===== config.mk =====
export PLATFORM = sky130hd
export DESIGN_NAME = battery_step_regulator
export DESIGN_NICKNAME = d
export VERILOG_FILES = /design/src/design/bsr_pkg.sv /design/src/design/bsr_config.sv /design/src/design/bsr_core.sv /design/src/design/battery_step_regulator.sv
export SDC_FILE = /design/constraint.sdc
export NUM_CORES = 1
export LEC_CHECK = 0
export CAP_MARGIN = 15
export CELL_PAD_IN_SITES_DETAIL_PLACEMENT = 0
export CELL_PAD_IN_SITES_GLOBAL_PLACEMENT = 2
export CORE_MARGIN = 5
export CORE_UTILIZATION = 37
export DETAILED_ROUTE_END_ITERATION = 16
export DONT_BUFFER_PORTS = 1
export GPL_ROUTABILITY_DRIVEN = 0
export PLACE_DENSITY = 0.78
export SKIP_CTS_REPAIR_TIMING = 1
export SLEW_MARGIN = 25
export SYNTH_ARGS = -nofsm -noshare
export SYNTH_HDL_FRONTEND = slang
export SYNTH_HIERARCHICAL = 1
export SYNTH_SLANG_ARGS = --single-unit

===== constraint.sdc =====
create_clock -name aclk -period 6.7 [get_ports aclk]
set_input_delay 0.335 -clock aclk [delete_from_list [all_inputs] [get_ports aclk]]
set_output_delay 0.335 -clock aclk [all_outputs]
set_load 0.02 [all_outputs]

===== src/design/bsr_pkg.sv =====
`timescale 1ns / 1ps
`default_nettype none

package bsr_pkg;

    // Field widths
    localparam int OPCODE_W = 2;
    localparam int MEAS_W   = 16;
    localparam int SUM_W    = 24;
    localparam int LEVEL_W  = 12;
    localparam int MODE_W   = 2;
    localparam int CFG_W    = 16;
    localparam int CFG_IDX_W = 3;
    localparam int PHASE_W  = 4;
    localparam int DIR_W    = 3;

    // Parameter defaults
    localparam int unsigned SUM_COUNT_DEF         = 16;
    localparam int unsigned DISCHARGE_FLOOR_DEF   = 0;
    localparam int unsigned DISCHARGE_CEILING_DEF = 4095;

    // Drive and tick limits
    localparam logic [LEVEL_W-1:0] LEVEL_MAX  = 12'd4095;
    localparam logic [PHASE_W-1:0] PHASE_LAST = 4'd9;
    localparam logic [PHASE_W-1:0] PHASE_HALF = 4'd5;
    localparam logic [PHASE_W-1:0] PHASE_START = 4'd1;

    // Direction bit positions
    localparam int DIR_VOLT = 0;
    localparam int DIR_CHG  = 1;
    localparam int DIR_DIS  = 2;

    typedef enum logic [OPCODE_W-1:0] {
        OP_TICK  = 2'd0,
        OP_CLEAR = 2'd1,
        OP_START = 2'd2
    } bsr_op_t;

    typedef enum logic [MODE_W-1:0] {
        MODE_CHARGE     = 2'd0,
        MODE_DISCHARGE  = 2'd1,
        MODE_DIRECT_CHG = 2'd2,
        MODE_DIRECT_DIS = 2'd3
    } bsr_mode_t;

    typedef enum logic [CFG_IDX_W-1:0] {
        REG_MODE        = 3'd0,
        REG_CHG_VOLT    = 3'd1,
        REG_CHG_CUR     = 3'd2,
        REG_DIS_SET     = 3'd3,
        REG_DIRECT_CUR  = 3'd4,
        REG_DIRECT_VOLT = 3'd5,
        REG_DIRECT_DIS  = 3'd6
    } bsr_reg_idx_t;

    typedef struct packed {
        logic [OPCODE_W-1:0] opcode;
        logic [MEAS_W-1:0]   chg_current;
        logic [MEAS_W-1:0]   bat_volt;
        logic [MEAS_W-1:0]   dis_current;
        logic [SUM_W-1:0]    chg_current_sum;
        logic [SUM_W-1:0]    bat_volt_sum;
        logic [SUM_W-1:0]    dis_current_sum;
    } bsr_in_t;

    typedef struct packed {
        logic [LEVEL_W-1:0] charge_drive;
        logic [LEVEL_W-1:0] discharge_drive;
        logic               regulation_ok;
    } bsr_out_t;

    typedef struct packed {
        bsr_mode_t          mode;
        logic [MEAS_W-1:0]  charge_voltage_limit;
        logic [MEAS_W-1:0]  chg_current_limit;
        logic [MEAS_W-1:0]  dis_current_setpoint;
        logic [MEAS_W-1:0]  direct_current_target;
        logic [MEAS_W-1:0]  direct_voltage_target;
        logic [MEAS_W-1:0]  direct_discharge_target;
    } bsr_cfg_t;

endpackage

`default_nettype wire


===== src/design/bsr_config.sv =====
`timescale 1ns / 1ps
`default_nettype none

module bsr_config
    import bsr_pkg::*;
(
    input  wire logic                 aclk,
    input  wire logic                 aresetn,
    input  wire logic                 cfg_wr_en,
    input  wire logic [CFG_IDX_W-1:0] cfg_index,
    input  wire logic [CFG_W-1:0]     cfg_data,
    input  wire logic                 clear_targets,
    output bsr_cfg_t                  cfg
);

    bsr_cfg_t cfg_reg;
    bsr_cfg_t cfg_next;

    // Decode writes; a clear request zeroes the direct targets
    always_comb begin
        cfg_next = cfg_reg;
        if (cfg_wr_en) begin
            case (cfg_index)
                REG_MODE:        cfg_next.mode = bsr_mode_t'(cfg_data[MODE_W-1:0]);
                REG_CHG_VOLT:    cfg_next.charge_voltage_limit = cfg_data;
                REG_CHG_CUR:     cfg_next.chg_current_limit = cfg_data;
                REG_DIS_SET:     cfg_next.dis_current_setpoint = cfg_data;
                REG_DIRECT_CUR:  cfg_next.direct_current_target = cfg_data;
                REG_DIRECT_VOLT: cfg_next.direct_voltage_target = cfg_data;
                REG_DIRECT_DIS:  cfg_next.direct_discharge_target = cfg_data;
                default: ;
            endcase
        end
        if (clear_targets) begin
            cfg_next.direct_current_target   = '0;
            cfg_next.direct_voltage_target   = '0;
            cfg_next.direct_discharge_target = '0;
        end
    end

    always_ff @(posedge aclk) begin
        if (!aresetn) begin
            cfg_reg <= '{mode: MODE_CHARGE, default: '0};
        end else begin
            cfg_reg <= cfg_next;
        end
    end

    assign cfg = cfg_reg;

endmodule

`default_nettype wire


===== src/design/bsr_core.sv =====
`timescale 1ns / 1ps
`default_nettype none

module bsr_core
    import bsr_pkg::*;
#(
    parameter int unsigned SUM_COUNT         = SUM_COUNT_DEF,
    parameter int unsigned DISCHARGE_FLOOR   = DISCHARGE_FLOOR_DEF,
    parameter int unsigned DISCHARGE_CEILING = DISCHARGE_CEILING_DEF
) (
    input  wire logic     aclk,
    input  wire logic     aresetn,
    input  wire logic     fire,
    input  wire bsr_in_t  item,
    input  wire bsr_cfg_t cfg,
    output logic          clear_targets,
    output bsr_out_t      result
);

    localparam int PROD_W = MEAS_W + $clog2(SUM_COUNT + 1);
    localparam int CMP_W  = (PROD_W > SUM_W) ? PROD_W : SUM_W;
    localparam logic [LEVEL_W-1:0] DIS_FLOOR = LEVEL_W'(DISCHARGE_FLOOR);
    localparam logic [LEVEL_W-1:0] DIS_CEIL  = LEVEL_W'(DISCHARGE_CEILING);
    localparam logic [CMP_W-1:0]   N_SUM     = CMP_W'(SUM_COUNT);

    logic [PHASE_W-1:0] phase_reg, phase_next;
    logic [DIR_W-1:0]   dir_reg, dir_next;
    logic [LEVEL_W-1:0] chg_reg, chg_next;
    logic [LEVEL_W-1:0] dis_reg, dis_next;
    logic               ok_reg, ok_next;

    logic [MEAS_W-1:0] ic, vb, id;
    logic [CMP_W-1:0]  sc, sv, sd, tc, tv, td;
    logic              act5, act2, act10;

    assign ic = item.chg_current;
    assign vb = item.bat_volt;
    assign id = item.dis_current;
    assign sc = CMP_W'(item.chg_current_sum);
    assign sv = CMP_W'(item.bat_volt_sum);
    assign sd = CMP_W'(item.dis_current_sum);

    // Scale per-sample targets to the sum domain
    assign tc = CMP_W'(cfg.direct_current_target) * N_SUM;
    assign tv = CMP_W'(cfg.direct_voltage_target) * N_SUM;
    assign td = CMP_W'(cfg.direct_discharge_target) * N_SUM;

    // Decimation phases of the mod-10 tick counter
    assign act10 = (phase_reg == '0);
    assign act5  = act10 || (phase_reg == PHASE_HALF);
    assign act2  = !phase_reg[0];

    // Compute the state after one request
    always_comb begin
        phase_next    = phase_reg;
        dir_next      = dir_reg;
        chg_next      = chg_reg;
        dis_next      = dis_reg;
        ok_next       = ok_reg;
        clear_targets = 1'b0;
        unique case (item.opcode)
            OP_TICK: begin
                phase_next = (phase_reg == PHASE_LAST) ? '0 : phase_reg + 1'b1;
                unique case (cfg.mode)
                    MODE_CHARGE: begin
                        ok_next = 1'b0;
                        if (act5) begin
                            // track charge current crossing
                            if (ic > cfg.chg_current_limit) begin
                                if (dir_reg[DIR_CHG]) begin
                                    ok_next = 1'b1;
                                    dir_next[DIR_CHG] = 1'b0;
                                end
                            end else if (ic < cfg.chg_current_limit) begin
                                if (!dir_reg[DIR_CHG]) begin
                                    ok_next = 1'b1;
                                    dir_next[DIR_CHG] = 1'b1;
                                end
                            end else begin
                                ok_next = 1'b1;
                            end
                            // track voltage crossing
                            if (vb > cfg.charge_voltage_limit) begin
                                if (dir_reg[DIR_VOLT]) begin
                                    ok_next = 1'b1;
                                    dir_next[DIR_VOLT] = 1'b0;
                                end
                            end else if (vb < cfg.charge_voltage_limit) begin
                                if (!dir_reg[DIR_VOLT]) begin
                                    ok_next = 1'b1;
                                    dir_next[DIR_VOLT] = 1'b1;
                                end
                            end else begin
                                ok_next = 1'b1;
                            end
                            // step the charge drive
                            if (ic < cfg.chg_current_limit &&
                                vb < cfg.charge_voltage_limit) begin
                                if (chg_reg != LEVEL_MAX) chg_next = chg_reg + 1'b1;
                            end else if (ic > cfg.chg_current_limit ||
                                         vb > cfg.charge_voltage_limit) begin
                                if (chg_reg != '0) chg_next = chg_reg - 1'b1;
                            end else begin
                                ok_next = 1'b1;
                            end
                        end
                    end
                    MODE_DISCHARGE: begin
                        ok_next = 1'b0;
                        if (act2) begin
                            if (id > cfg.dis_current_setpoint) begin
                                if (dir_reg[DIR_DIS]) begin
                                    dir_next[DIR_DIS] = 1'b0;
                                    ok_next = 1'b1;
                                end
                                if (dis_reg > DIS_FLOOR) dis_next = dis_reg - 1'b1;
                            end else if (id < cfg.dis_current_setpoint) begin
                                if (!dir_reg[DIR_DIS]) begin
                                    dir_next[DIR_DIS] = 1'b1;
                                    ok_next = 1'b1;
                                end
                                if (dis_reg < DIS_CEIL) dis_next = dis_reg + 1'b1;
                            end else begin
                                ok_next = 1'b1;
                            end
                        end
                    end
                    MODE_DIRECT_CHG: begin
                        if (act10) begin
                            if (sc > tc || sv > tv) begin
                                if (chg_reg != '0) chg_next = chg_reg - 1'b1;
                            end else if (sc < tc && sv < tv) begin
                                if (chg_reg != LEVEL_MAX) chg_next = chg_reg + 1'b1;
                            end
                        end
                    end
                    MODE_DIRECT_DIS: begin
                        if (act5) begin
                            if (sd > td) begin
                                if (dis_reg > DIS_FLOOR) dis_next = dis_reg - 1'b1;
                            end else if (sd < td) begin
                                if (dis_reg < DIS_CEIL) dis_next = dis_reg + 1'b1;
                            end
                        end
                    end
                endcase
            end
            OP_CLEAR: begin
                dir_next      = '0;
                ok_next       = 1'b0;
                chg_next      = '0;
                dis_next      = '0;
                clear_targets = fire;
            end
            OP_START: begin
                phase_next         = PHASE_START;
                ok_next            = 1'b0;
                dir_next[DIR_VOLT] = vb < cfg.charge_voltage_limit;
                dir_next[DIR_CHG]  = ic < cfg.chg_current_limit;
                dir_next[DIR_DIS]  = id < cfg.dis_current_setpoint;
            end
            default: ;
        endcase
    end

    // Commit state once per accepted request
    always_ff @(posedge aclk) begin
        if (!aresetn) begin
            phase_reg <= '0;
            dir_reg   <= '0;
            chg_reg   <= '0;
            dis_reg   <= '0;
            ok_reg    <= 1'b0;
        end else if (fire) begin
            phase_reg <= phase_next;
            dir_reg   <= dir_next;
            chg_reg   <= chg_next;
            dis_reg   <= dis_next;
            ok_reg    <= ok_next;
        end
    end

    assign result.charge_drive    = chg_next;
    assign result.discharge_drive = dis_next;
    assign result.regulation_ok   = ok_next;

endmodule

`default_nettype wire


===== src/design/battery_step_regulator.sv =====
`timescale 1ns / 1ps
`default_nettype none

// Battery step regulator: every request on s_ yields exactly one result on m_,
// in order. A request is captured in an input register, evaluated against the
// regulator state and written to the result register once that register is free or being
// drained, waiting in the input register until then; one request is taken every
// cycle while m_ready keeps the result register draining. Configuration
// writes take effect at the edge where cfg_wr_en is high and must be made with no
// request in flight. A clear request also zeroes the three direct-mode targets.
module battery_step_regulator
    import bsr_pkg::*;
#(
    parameter int unsigned SUM_COUNT         = SUM_COUNT_DEF,
    parameter int unsigned DISCHARGE_FLOOR   = DISCHARGE_FLOOR_DEF,
    parameter int unsigned DISCHARGE_CEILING = DISCHARGE_CEILING_DEF
) (
    input  wire logic                 aclk,
    input  wire logic                 aresetn,
    input  wire logic                 s_valid,
    output logic                      s_ready,
    input  wire bsr_in_t              s_data,
    output logic                      m_valid,
    input  wire logic                 m_ready,
    output bsr_out_t                  m_data,
    input  wire logic                 cfg_wr_en,
    input  wire logic [CFG_IDX_W-1:0] cfg_index,
    input  wire logic [CFG_W-1:0]     cfg_data
);

    logic     in_valid_reg;
    bsr_in_t  in_item_reg;
    logic     out_valid_reg;
    bsr_out_t out_data_reg;
    logic     out_open;
    logic     fire;
    logic     clear_targets;
    bsr_cfg_t cfg;
    bsr_out_t result;

    // Advance when the result register is free or being drained
    assign out_open = !out_valid_reg || m_ready;
    assign fire     = in_valid_reg && out_open;
    assign s_ready  = !in_valid_reg || out_open;

    bsr_config u_config (
        .aclk          (aclk),
        .aresetn       (aresetn),
        .cfg_wr_en     (cfg_wr_en),
        .cfg_index     (cfg_index),
        .cfg_data      (cfg_data),
        .clear_targets (clear_targets),
        .cfg           (cfg)
    );

    bsr_core #(
        .SUM_COUNT         (SUM_COUNT),
        .DISCHARGE_FLOOR   (DISCHARGE_FLOOR),
        .DISCHARGE_CEILING (DISCHARGE_CEILING)
    ) u_core (
        .aclk          (aclk),
        .aresetn       (aresetn),
        .fire          (fire),
        .item          (in_item_reg),
        .cfg           (cfg),
        .clear_targets (clear_targets),
        .result        (result)
    );

    // Input register
    always_ff @(posedge aclk) begin
        if (!aresetn) begin
            in_valid_reg <= 1'b0;
        end else if (s_ready) begin
            in_valid_reg <= s_valid;
        end
    end

    always_ff @(posedge aclk) begin
        if (s_valid && s_ready) begin
            in_item_reg <= s_data;
        end
    end

    // Result register
    always_ff @(posedge aclk) begin
        if (!aresetn) begin
            out_valid_reg <= 1'b0;
        end else if (out_open) begin
            out_valid_reg <= in_valid_reg;
        end
    end

    always_ff @(posedge aclk) begin
        if (fire) begin
            out_data_reg <= result;
        end
    end

    assign m_valid = out_valid_reg;
    assign m_data  = out_data_reg;

endmodule

`default_nettype wire


**Word level (Yosys, flattened, before mapping)**

Index checks and enable logic that the tools add are counted.
W data, S select, Z words.

- $add $sub $neg: 5
- Magnitude comparators: 14
- Equal/unequal tests: 21
- Muxes and demuxes: 52
- Bitwise operators: 1
- Reduce and logical (&&, ||, !) cells: 31

Operator list:

| kind | number |
|---|---|
| $mux W12 | 16 |
| $pmux W12 S2 | 4 |
| $gt A24 B20 Y1 | 3 |
| $lt A24 B20 Y1 | 3 |
| $gt A16 B16 Y1 | 3 |
| $lt A16 B16 Y1 | 3 |
| $mux W1 | 25 |
| $add A12 B1 Y12 const B | 2 |
| $sub A12 B1 Y12 const B | 2 |
| $reduce_and A2 Y1 | 8 |
| $reduce_and A5 Y1 | 3 |
| $gt A12 B1 Y1 const B | 1 |
| $lt A12 B12 Y1 const B | 1 |
| $ne A12 B12 Y1 const B | 1 |
| $reduce_bool A12 Y1 | 1 |
| $eq A3 B3 Y1 const B | 3 |
| $ne A3 B1 Y1 const B | 3 |
| $pmux W3 S3 | 1 |
| $pmux W4 S2 | 1 |
| $eq A2 B2 Y1 const B | 3 |
| $eq A3 B2 Y1 const B | 2 |
| $ne A2 B2 Y1 const B | 3 |
| $logic_or A1 B1 Y1 | 5 |
| $add A4 B1 Y4 const B | 1 |
| 17 further kinds | 26 |

- Bits in registers: 279
- Bits of input ports: 146
- Output and inout bits: 27
- Word-level logic and storage cells: 150

**Longest topological paths before layout**

Gate-level depths: netlist of run 1.

- Depth after elaboration: 11
- Mapped depth: 13
- Gate-level depth less buffers: 11

**Cells and area by module**

The synthesis of run 1 kept the hierarchy.

Modules (own cells, without submodules):

| module | times used | cells each | area an instance (µm²) |
|---|---|---|---|
| bsr_core | 1 | 1107 | 7468.4 |
| battery_step_regulator | 1 | 156 | 4518.1 |
| bsr_config | 1 | 365 | 3966.3 |

**Least setup slack after synthesis of run 1**

Ideal clock, no wire load.

- Kind: flip-flop to flip-flop
- Start: register out_valid_reg (netlist: m_valid)
- End: register in_item_reg[0] (netlist name) (enable)
- Arrival time: 6.464 ns
- Slack: -0.407 ns
- Cell stages (with the launch flop): 3
- Buffers on the path: 0
- Clock period less this slack: 7.107 ns
- Cells stage by stage: dfxtp_1 -> nor2b_4 -> a21oi_1

- Word-level cells in the longest chain between the ends: 4

RTL lines:

| item | RTL line | RTL |
|---|---|---|
| from (decl) | battery_step_regulator.sv:33 | `logic out_valid_reg;` |
| from (signal assigned) | battery_step_regulator.sv:90 | `out_valid_reg <= in_valid_reg;` |
| $logic_not A1 Y1 | battery_step_regulator.sv:42 | `assign out_open = !out_valid_reg \|\| m_ready;` |
| $logic_or A1 B1 Y1 | battery_step_regulator.sv:42 |  |
| $logic_or A1 B1 Y1 | battery_step_regulator.sv:44 | `assign s_ready = !in_valid_reg \|\| out_open;` |
| $logic_and A1 B1 Y1 | battery_step_regulator.sv:80 | `if (s_valid && s_ready) begin` |
| to (signal assigned) | battery_step_regulator.sv:81 | `in_item_reg <= s_data;` |
| to (decl) | battery_step_regulator.sv:32 | `bsr_in_t in_item_reg;` |

No other way between the ends.
A chain may end at the register's enable or synchronous reset.

==> results.py, run 1 <==
metrics = {
    "sta": {
        "post-route-period-util_pct": 55.22,
        "setup_viol": 0,
        "fin_worst_skew_ps": 14.91,
        "fin_tns_setup_ps": 0,
        "tightestPinTransition_ps": 1049,
        "finalHoldViolations": 0,
        "rsz0062_at_grt": "no",
        "drv_slew": 0,
        "period_needed_ps": 3700,
        "max_freq_mhz": 270.3,
        "slew_headroom_pct": 30.06,
    },
    "setup_path": {
        "arrival_ps": 3980,
        "worstSetupPathType": "flip-flop to flip-flop",
        "cp_slowest_cell": "a22oi_1",
        "path_cells": "inv_1 -> ha_1 -> a21oi_1 -> o21ai_0 -> a2111oi_2 -> nand3_2 -> a22oi_1 -> o21ai_0 -> o211a_1 -> a211o_1",
        "crit_top_cell": "o21ai_0",
        "critPathCaptureType": "flip-flop",
        "critPathRequiredTime_ps": 6980,
        "path_max_fanout": 13,
        "slowest_delay_ps": 710,
        "worstReg2RegStart": "u_config/cfg[23]",
        "crit_start": "u_config/cfg[23]",
        "startpoint_type": "flip-flop",
    },
    "power_and_ir_drop": {
        "pwr-share-comb_pct": 10.5,
        "powerDensity_mw_per_mm2": 227.9,
        "switchingPower_mw": 1.076,
        "p_leak_nw": 7.090,
        "vdd_drop_max_mv": 0.2082,
        "seq_power_share_pct": 44.7,
        "power_mw": 4.281,
        "p_clk_share_pct": 44.7,
        "p_sw_share_pct": 25.13,
        "p_int_mw": 3.205,
    },
    "floorplanning": {
        "dieWidth_um": 217.6,
        "num_rows": 76,
        "chipHeight_um": 217.6,
        "core_mm2": 0.04289,
        "start_util_pct": 37.20,
        "die_area_mm2": 0.04737,
        "ioPinCount": 173,
    },
    "yosys": {
        "synthDistinctLibCells": 97,
        "yosysWarnings": 6,
        "seq_area_frac_synth_pct": 44.24,
        "syn-num-nets": 1882,
        "syn_area_mm2": 0.01595,
        "synth_xor_area_share_pct": 0.5490,
        "synth_compound_area_share_pct": 14.20,
        "postSynth.asyncResetShare_pct": 0,
        "synth.area.mux_share_pct": 7.914,
        "yosys.area_share.simple_pct": 18.63,
        "synth_flop_cell": "edfxtp_1",
        "synth_area_per_cell_um2": 9.799,
        "ys_seq_elements": 279,
        "synth-adder-area-share_pct": 8.471,
        "synthCells": 1628,
        "synth_top_family_by_area": "simple AND/OR/NAND/NOR gates",
        "synth_edf_count": 147,
    },
    "drt": {
        "routed-via-count": 12840,
        "routed_via_density": 5.517,
        "ant_nets": 0,
        "drc": 0,
        "drt-initial-drc-count": 1030,
        "wl_um": 49640,
        "routedWlPerCell_um": 21.33,
        "dr.pass1.iters": 5,
    },
    "cells_and_area": {
        "mostFrequentLayoutCells": "170 x nand2_1, 147 x edfxtp_1, 132 x dfxtp_1, 126 x inv_1, 125 x dlygate4sd3_1",
        "fin_area_mm2": 0.01878,
        "area_growth_pct": 17.72,
        "fill_cells": 4047,
        "drive_gt1_share_pct": 6.724,
        "fin_nets": 1968,
        "largest_register_ffs": 122,
        "layout_commonest_cell": "nand2_1",
    },
    "clock_network": {
        "htreeDepth": 2,
        "clockBufferDepth": 3,
        "root_buffer": "clkbuf_16",
        "clk_pin_slew_ps": 60,
        "numCtsBuffers": 34,
        "insertion_delay_ps": 540,
        "cts.sink_count": 279,
        "cts_tree": "built",
    },
    "global_routing": {
        "grt_max_degree": 150,
        "antenna_found_initial": 3,
        "grt_pass1_vias": 12070,
        "grt_pass1_wl_um": 72720,
        "overflow": 0,
        "track_usage_pct": 19.75,
    },
    "hold_path": {
        "hp-class": "primary input to flip-flop",
        "holdCritStartpoint": "cfg_data[2]",
    },
    "flow_run": {
        "maxCapViolCount": 0,
    },
    "place": {
        "dpl.hpwl_um": 34670,
        "io_buffers": 0,
        "placed_area_mm2": 0.01636,
    },
    "outcome": {
        "status": "complete, no violations",
    },
}
## worst paths after layout
path                                    endpoint  slack (ps)  depth (start not counted)
worst max-delay path                  m_data[13]        3000                         10
worst min-delay path            u_config/cfg[82]          30                          2
worst max register to register        m_data[13]        3000                         10
worst min register to register  u_config/cfg[71]         460                          2
## critical path: cells and delay by family, from the launching register on
kind	cells	cell delay, ps
adders and majority gates	1	310
buffers and inverters	1	50
DFF	1	330
AOI/OAI and AO/OA	7	2300
and+or+nand+nor	1	440
## power groups by stage
| stage | combinational (mW) | sequential [mW] | clock (mW) |
|---|---|---|---|
| floorplan | 0.293 | 1.94 | 0 |
| global placement | 0.381 | 1.95 | 0 |
| detailed placement | 0.386 | 1.95 | 0 |
| CTS | 0.387 | 1.92 | 1.97 |
| global route | 0.497 | 1.92 | 2.04 |
| finish | 0.451 | 1.91 | 1.91 |
## through the flow
stage | hold WS [ps] | std cells | utilization [%] | setup WS, ps
final | 28.10 | 2327 | 43.79 | 3000
after CTS | -153.3 | 2200 | 40.86 | 3045
after detailed placement | 433.9 | 2138 | 38.15 | 3073
after floorplan | 433.9 | 1628 | - | 2342
after global routing | 13.02 | 2327 | 43.79 | 2761
after global placement | 433.9 | 2137 | 38.11 | 3080
## layer usage
metal  wire, um  vias up  GRT usage, %
li1           -     6153             -
met1      21860     6199         26.22
met2      23470      399         32.24
met3       3261       85         5.498
met4       1044        2         4.656
met5         11        -             0
## cell type report
| type | instances | area [um^2] | area share, % |
|---|---|---|---|
| sequential | 279 | 7057 | 37.58 |
| clock buffer | 42 | 964.7 | 5.137 |
| tap | 585 | 732.0 | 3.898 |
| inverter | 126 | 473.0 | 2.518 |
| clock inverter | 20 | 198.9 | 1.059 |
| antenna | 2 | 5.005 | 0.02665 |
| multi-input combinational | 1131 | 7966 | 42.42 |
| timing repair buffer | 142 | 1383 | 7.362 |
## cells in the mapped netlist, types with 5 or more instances
cell      number  area [um^2]
o22ai_1       10        62.56
and3_1        11        68.82
clkbuf_1      57        214.0
mux2_2         6        67.56
and2_1        11        68.82
or2_2          7        43.79
dfxtp_1      132         2643
o211ai_1      15        112.6
nand4_1       35        219.0
nand3_1       42        210.2
nor2_1        92        345.3
xor2_1         6        52.55
a21o_1        11        82.58
or3_1          8        50.05
a21oi_1       95        475.5
o221ai_1       6        52.55
or4_1         15        112.6
a211oi_1      13        97.59
o21bai_1       5        37.54
nor4_2         5        62.56
a22oi_1        7        52.55
nand2_1      170        638.1
nor2b_1       14        87.58
nand3b_1      65        488.0
nand4b_1       5        43.79
a221oi_1       6        52.55
edfxtp_1     147         4414
buf_2         15        75.07
mux2i_1      116         1161
buf_6          7        78.83
nor4_1         8        50.05
inv_1        126        473.0
ha_1         108         1351
buf_4          7        52.55
nand2b_1      10        62.56
a31oi_1       13        81.33
o21ai_0       66        330.3
nor3_1        26        130.1
and4_1         6        52.55
o21a_1         7        52.55
o31ai_1       15        112.6
## kinds of logic (layout without fill, tap and decap cells)
kind of cell / count (synthesis) / after routing
AO/OA/AOI/OAI: 338 / 338
XOR/XNOR: 10 / 10
adder cells (fa/ha/maj): 108 / 108
buffers and inverters: 218 / 330
flip-flops: 279 / 279
multiplexers: 124 / 124
other: 0 / 2
AND/OR/NAND/NOR: 551 / 551
Power figures use the tool's default switching activity.
==> run 2: changes to the inputs <==
Clock period 6.7 ns to 3.2 ns, I/O delays scaled along.
==> results.py, run 2 (same netlist as run 1, synthesis figures left out) <==
metrics = {
    "power_and_ir_drop": {
        "p_leak_nw": 7.915,
        "p_clk_share_pct": 44.2,
        "power_mw": 9.220,
        "vdd_drop_max_mv": 0.4639,
        "powerDensity_mw_per_mm2": 455.4,
        "seq_power_share_pct": 43.5,
        "p_sw_share_pct": 26.06,
        "switchingPower_mw": 2.403,
        "pwr-share-comb_pct": 12.3,
        "p_int_mw": 6.818,
    },
    "floorplanning": {
        "start_util_pct": 37.20,
        "num_rows": 76,
        "die_area_mm2": 0.04737,
        "dieWidth_um": 217.6,
        "ioPinCount": 173,
        "core_mm2": 0.04289,
        "chipHeight_um": 217.6,
    },
    "clock_network": {
        "clockBufferDepth": 3,
        "cts_tree": "built",
        "numCtsBuffers": 35,
        "htreeDepth": 2,
        "cts.sink_count": 279,
        "clk_pin_slew_ps": 60,
        "root_buffer": "clkbuf_16",
        "insertion_delay_ps": 550,
    },
    "outcome": {
        "status": "complete, no violations",
    },
    "global_routing": {
        "overflow": 0,
        "grt_pass1_vias": 12530,
        "grt_pass1_wl_um": 76040,
        "antenna_found_initial": 5,
        "track_usage_pct": 20.67,
        "grt_max_degree": 150,
    },
    "sta": {
        "tightestPinTransition_ps": 1033,
        "finalHoldViolations": 0,
        "rsz0062_at_grt": "yes",
        "slew_headroom_pct": 31.10,
        "period_needed_ps": 3145,
        "setup_viol": 0,
        "drv_slew": 0,
        "fin_tns_setup_ps": 0,
        "finalWorstSetupSlack_ps": 55.22,
        "max_freq_mhz": 318.0,
        "fin_worst_skew_ps": 18.93,
        "post-route-period-util_pct": 98.27,
    },
    "place": {
        "post-place-ws_ps": -41.57,
        "io_buffers": 0,
        "dpl.hpwl_um": 37120,
    },
    "drt": {
        "wl_um": 53520,
        "dr_wl_met2_um": 24980,
        "ant_nets": 0,
        "dr.pass1.iters": 5,
        "dr_wl_met3_um": 3493,
        "drt-initial-drc-count": 865,
        "top_layer_used": "met5",
        "drc": 0,
        "routed-via-count": 13600,
        "routedWlPerCell_um": 21.63,
        "met1Wirelength_um": 23440,
        "routed_via_density": 5.496,
    },
    "setup_path": {
        "startpoint_type": "flip-flop",
        "path_max_fanout": 6,
        "arrival_ps": 3420,
        "reg2reg_setup_slack_ps": 60,
        "worstSetupPathType": "flip-flop to flip-flop",
        "worstRegToRegCells": 10,
        "critPathCaptureType": "flip-flop",
        "critPathRequiredTime_ps": 3470,
    },
    "cells_and_area": {
        "ff_latch_area_mm2": 0.007057,
        "largest_register_ffs": 122,
        "drive_gt1_share_pct": 14.79,
        "multi_input_area_mm2": 0.008177,
        "fin_nets": 2114,
        "mostFrequentLayoutCells": "169 x nand2_1, 147 x edfxtp_1, 145 x dlygate4sd3_1, 133 x buf_4, 132 x dfxtp_1",
        "layout_commonest_cell": "nand2_1",
        "fill_cells": 4040,
        "area_growth_pct": 26.92,
    },
    "hold_path": {
        "hp-class": "primary input to flip-flop",
        "holdPathStages": 2,
    },
    "flow_run": {
        "maxCapViolCount": 0,
    },
}
-- run 2: changes by cell type in the layout (fill, tap and decap cells not counted), sizes merged --
cell,previous run,this run
clkinvlp,1,2
dlygate4sd3,125,145
bufinv,3,4
clkbuf,42,39
clkinv,15,16
inv,127,128
buf,17,142
diode,2,4
-- run 2: worst paths after layout --
kind               startpoint          endpoint
max           in_item_reg[71]        m_data[19]
min                   aresetn  u_config/cfg[34]
max reg2reg   in_item_reg[71]        m_data[19]
min reg2reg  u_config/cfg[51]  u_config/cfg[51]
-- run 2: area by class of cell --
cell class                 count  share of cell area, %
inverter                     126                  2.336
sequential                   279                  34.85
antenna                        4                0.04944
timing repair buffer         287                  12.98
multi-input combinational   1131                  40.38
clock inverter                24                  1.273
tap                          585                  3.615
clock buffer                  39                  4.505
-- run 2: worst max-delay path, cell delays in order (launching register included) --
cell and delay (ps):
edfxtp_1 380, or4_4 560, or4_1 530, a21o_1 190, and4_4 240, a211oi_4 210
buf_4 200, nor2_1 70, buf_4 160, o221ai_1 210, o31ai_1 130
-- run 2: layer usage --
metal	up-vias	GRT usage (%)
met3	101	5.276
met5	-	0
met2	496	32.85
met1	6558	28.14
li1	6446	-
met4	2	5.667
-- run 2: power by group through the flow --
stage                     Clock [mW]  Combinational, mW  Sequential [mW]
after global routing            4.34               1.23             4.02
after global placement             0              0.881             4.09
after floorplan                    0              0.614             4.06
final                           4.07               1.14             4.01
after detailed placement           0              0.889             4.09
after CTS                       4.15              0.893             4.01
-- run 2: metrics by stage --
step           cell area, um^2  utilization (%)  std cells  hold slack, ps
2_1_floorplan            15970                -       1628           258.9
3_3_place_gp             17290            40.33       2254           258.9
3_5_place_dp             17290            40.33       2254           258.9
4_1_cts                  18460            43.05       2317          -330.7
5_1_grt                  20240            47.20       2473          -3.957
6_report                 20250            47.21       2475           1.314
==> run 3: changes to the inputs <==
==> constraint.sdc (replaced) <==
create_clock -name aclk -period 3.2 [get_ports aclk]
set_input_delay 0.16 -clock aclk [delete_from_list [all_inputs] [get_ports aclk]]
set_output_delay 0.16 -clock aclk [all_outputs]
set_load 0.01 [all_outputs]
==> results.py, run 3 (same netlist as run 1, synthesis figures left out) <==
metrics = {
    "floorplanning": {
        "die_area_mm2": 0.04737,
        "dieWidth_um": 217.6,
        "core_mm2": 0.04289,
        "num_rows": 76,
        "chipHeight_um": 217.6,
        "start_util_pct": 37.20,
        "ioPinCount": 173,
    },
    "hold_path": {
        "hp-class": "primary input to flip-flop",
        "holdCritStartpoint": "aresetn",
    },
    "setup_path": {
        "cp_slowest_cell": "or4_4",
        "critPathBufInv": 3,
        "crit_family": "simple AND/OR/NAND/NOR gates",
        "reg2reg_setup_slack_ps": 30,
        "worstSetupPathType": "flip-flop to flip-flop",
        "path_cells": "or4_4 -> or4_1 -> a21o_1 -> nand4_1 -> buf_4 -> a22o_1 -> buf_6 -> o21ai_0 -> a21oi_1 -> a32oi_1 -> buf_4 -> a2bb2o_1",
        "startpoint_type": "flip-flop",
        "arrival_ps": 3600,
        "critPathRequiredTime_ps": 3630,
        "slowest_delay_ps": 560,
        "crit_top_cell": "buf_4",
        "worstReg2RegStart": "in_item_reg[71]",
        "critPathCaptureType": "flip-flop",
        "crit_start": "in_item_reg[71]",
        "path_max_fanout": 7,
    },
    "clock_network": {
        "insertion_delay_ps": 560,
        "cts.sink_count": 279,
        "numCtsBuffers": 35,
        "cts_tree": "built",
        "clockBufferDepth": 3,
        "htreeDepth": 2,
        "clk_pin_slew_ps": 60,
        "root_buffer": "clkbuf_16",
    },
    "drt": {
        "drt-initial-drc-count": 1189,
        "ant_nets": 0,
        "wl_um": 54170,
        "drc": 0,
        "routed-via-count": 13680,
        "routed_via_density": 5.526,
        "routedWlPerCell_um": 21.88,
        "dr.pass1.iters": 5,
    },
    "place": {
        "post-place-ws_ps": -14.51,
        "dpl.hpwl_um": 37870,
        "io_buffers": 0,
    },
    "outcome": {
        "violations": "negative hold slack",
        "status": "finished with violations",
    },
    "sta": {
        "post-route-period-util_pct": 99.00,
        "period_needed_ps": 3168,
        "slew_headroom_pct": 27.26,
        "finalWorstSetupSlack_ps": 31.98,
        "setup_viol": 0,
        "rsz0062_at_grt": "yes",
        "fin_worst_skew_ps": 28.82,
        "tightestPinTransition_ps": 1088,
        "fin_hold_ws_ps": -23.59,
        "max_freq_mhz": 315.7,
        "finalHoldViolations": 4,
        "drv_slew": 0,
    },
    "cells_and_area": {
        "area_growth_pct": 27.39,
        "layout_commonest_cell": "nand2_1",
        "drive_gt1_share_pct": 15.13,
        "fin_nets": 2117,
        "largest_register_ffs": 122,
        "utilization_pct": 47.39,
        "mostFrequentLayoutCells": "167 x nand2_1, 149 x dlygate4sd3_1, 147 x edfxtp_1, 135 x buf_4, 129 x dfxtp_1",
    },
    "power_and_ir_drop": {
        "powerDensity_mw_per_mm2": 461.6,
        "p_leak_nw": 7.914,
        "vdd_drop_max_mv": 0.4966,
    },
    "global_routing": {
        "grt_max_degree": 150,
        "grt_pass1_vias": 12760,
        "track_usage_pct": 21.10,
        "overflow": 0,
        "antenna_found_initial": 2,
        "grt_pass1_wl_um": 77480,
    },
    "flow_run": {
        "maxCapViolCount": 0,
    },
}
run 3: through the flow:
step | cells | hold WS (ps) | power, mW | TNS, ps | cell area, um^2
2_1_floorplan | 1628 | 258.9 | 4.658 | -352.1 | 15960
3_3_place_gp | 2252 | 258.9 | 4.965 | -62.87 | 17240
3_5_place_dp | 2252 | 258.9 | 4.976 | -36.16 | 17240
4_1_cts | 2316 | -340.9 | 9.229 | -253.6 | 18470
5_1_grt | 2476 | -4.347 | 9.754 | -429.9 | 20320
6_report | 2476 | -23.59 | 9.381 | 0 | 20320
run 3: routing by layer:
metal	up-vias	share of wire [%]	track usage (%)
li1	6444	-	-
met1	6641	44	28.86
met2	498	46	33.30
met3	100	6.8	5.053
met4	0	3.3	6.467
met5	-	0	0
run 3: worst reg2reg max path, stage by stage (launching register included):
cell and delay (ps):
edfxtp_1 380, or4_4 560, or4_1 520, a21o_1 200, nand4_1 120, buf_4 160
a22o_1 180, buf_6 160, o21ai_0 100, a21oi_1 170, a32oi_1 110, buf_4 160
a2bb2o_1 230
run 3: worst paths after layout:
| kind | endpoint | depth (start not counted) |
|---|---|---|
| worst max-delay path | u_core/chg_reg[4] | 12 |
| worst min register to register | u_config/cfg[53] | 2 |
| worst max register to register | u_core/chg_reg[4] | 12 |
| worst min-delay path | u_config/cfg[3] | 2 |
run 3: cell type report:
type | count | area (um^2)
tap | 585 | 732.0
clock inverter | 23 | 310.3
fill | 4016 | 22560
multi-input combinational | 1131 | 8210
sequential | 279 | 7061
clock buffer | 41 | 918.4
timing repair buffer | 290 | 2615
inverter | 126 | 473.0
antenna | 1 | 2.502
run 3: power by group:
group | leakage (nW) | switching [mW] | internal (mW)
Sequential | 2.51 | 0.0810 | 3.92
Combinational | 4.82 | 0.656 | 0.492
Clock | 0.585 | 1.72 | 2.51
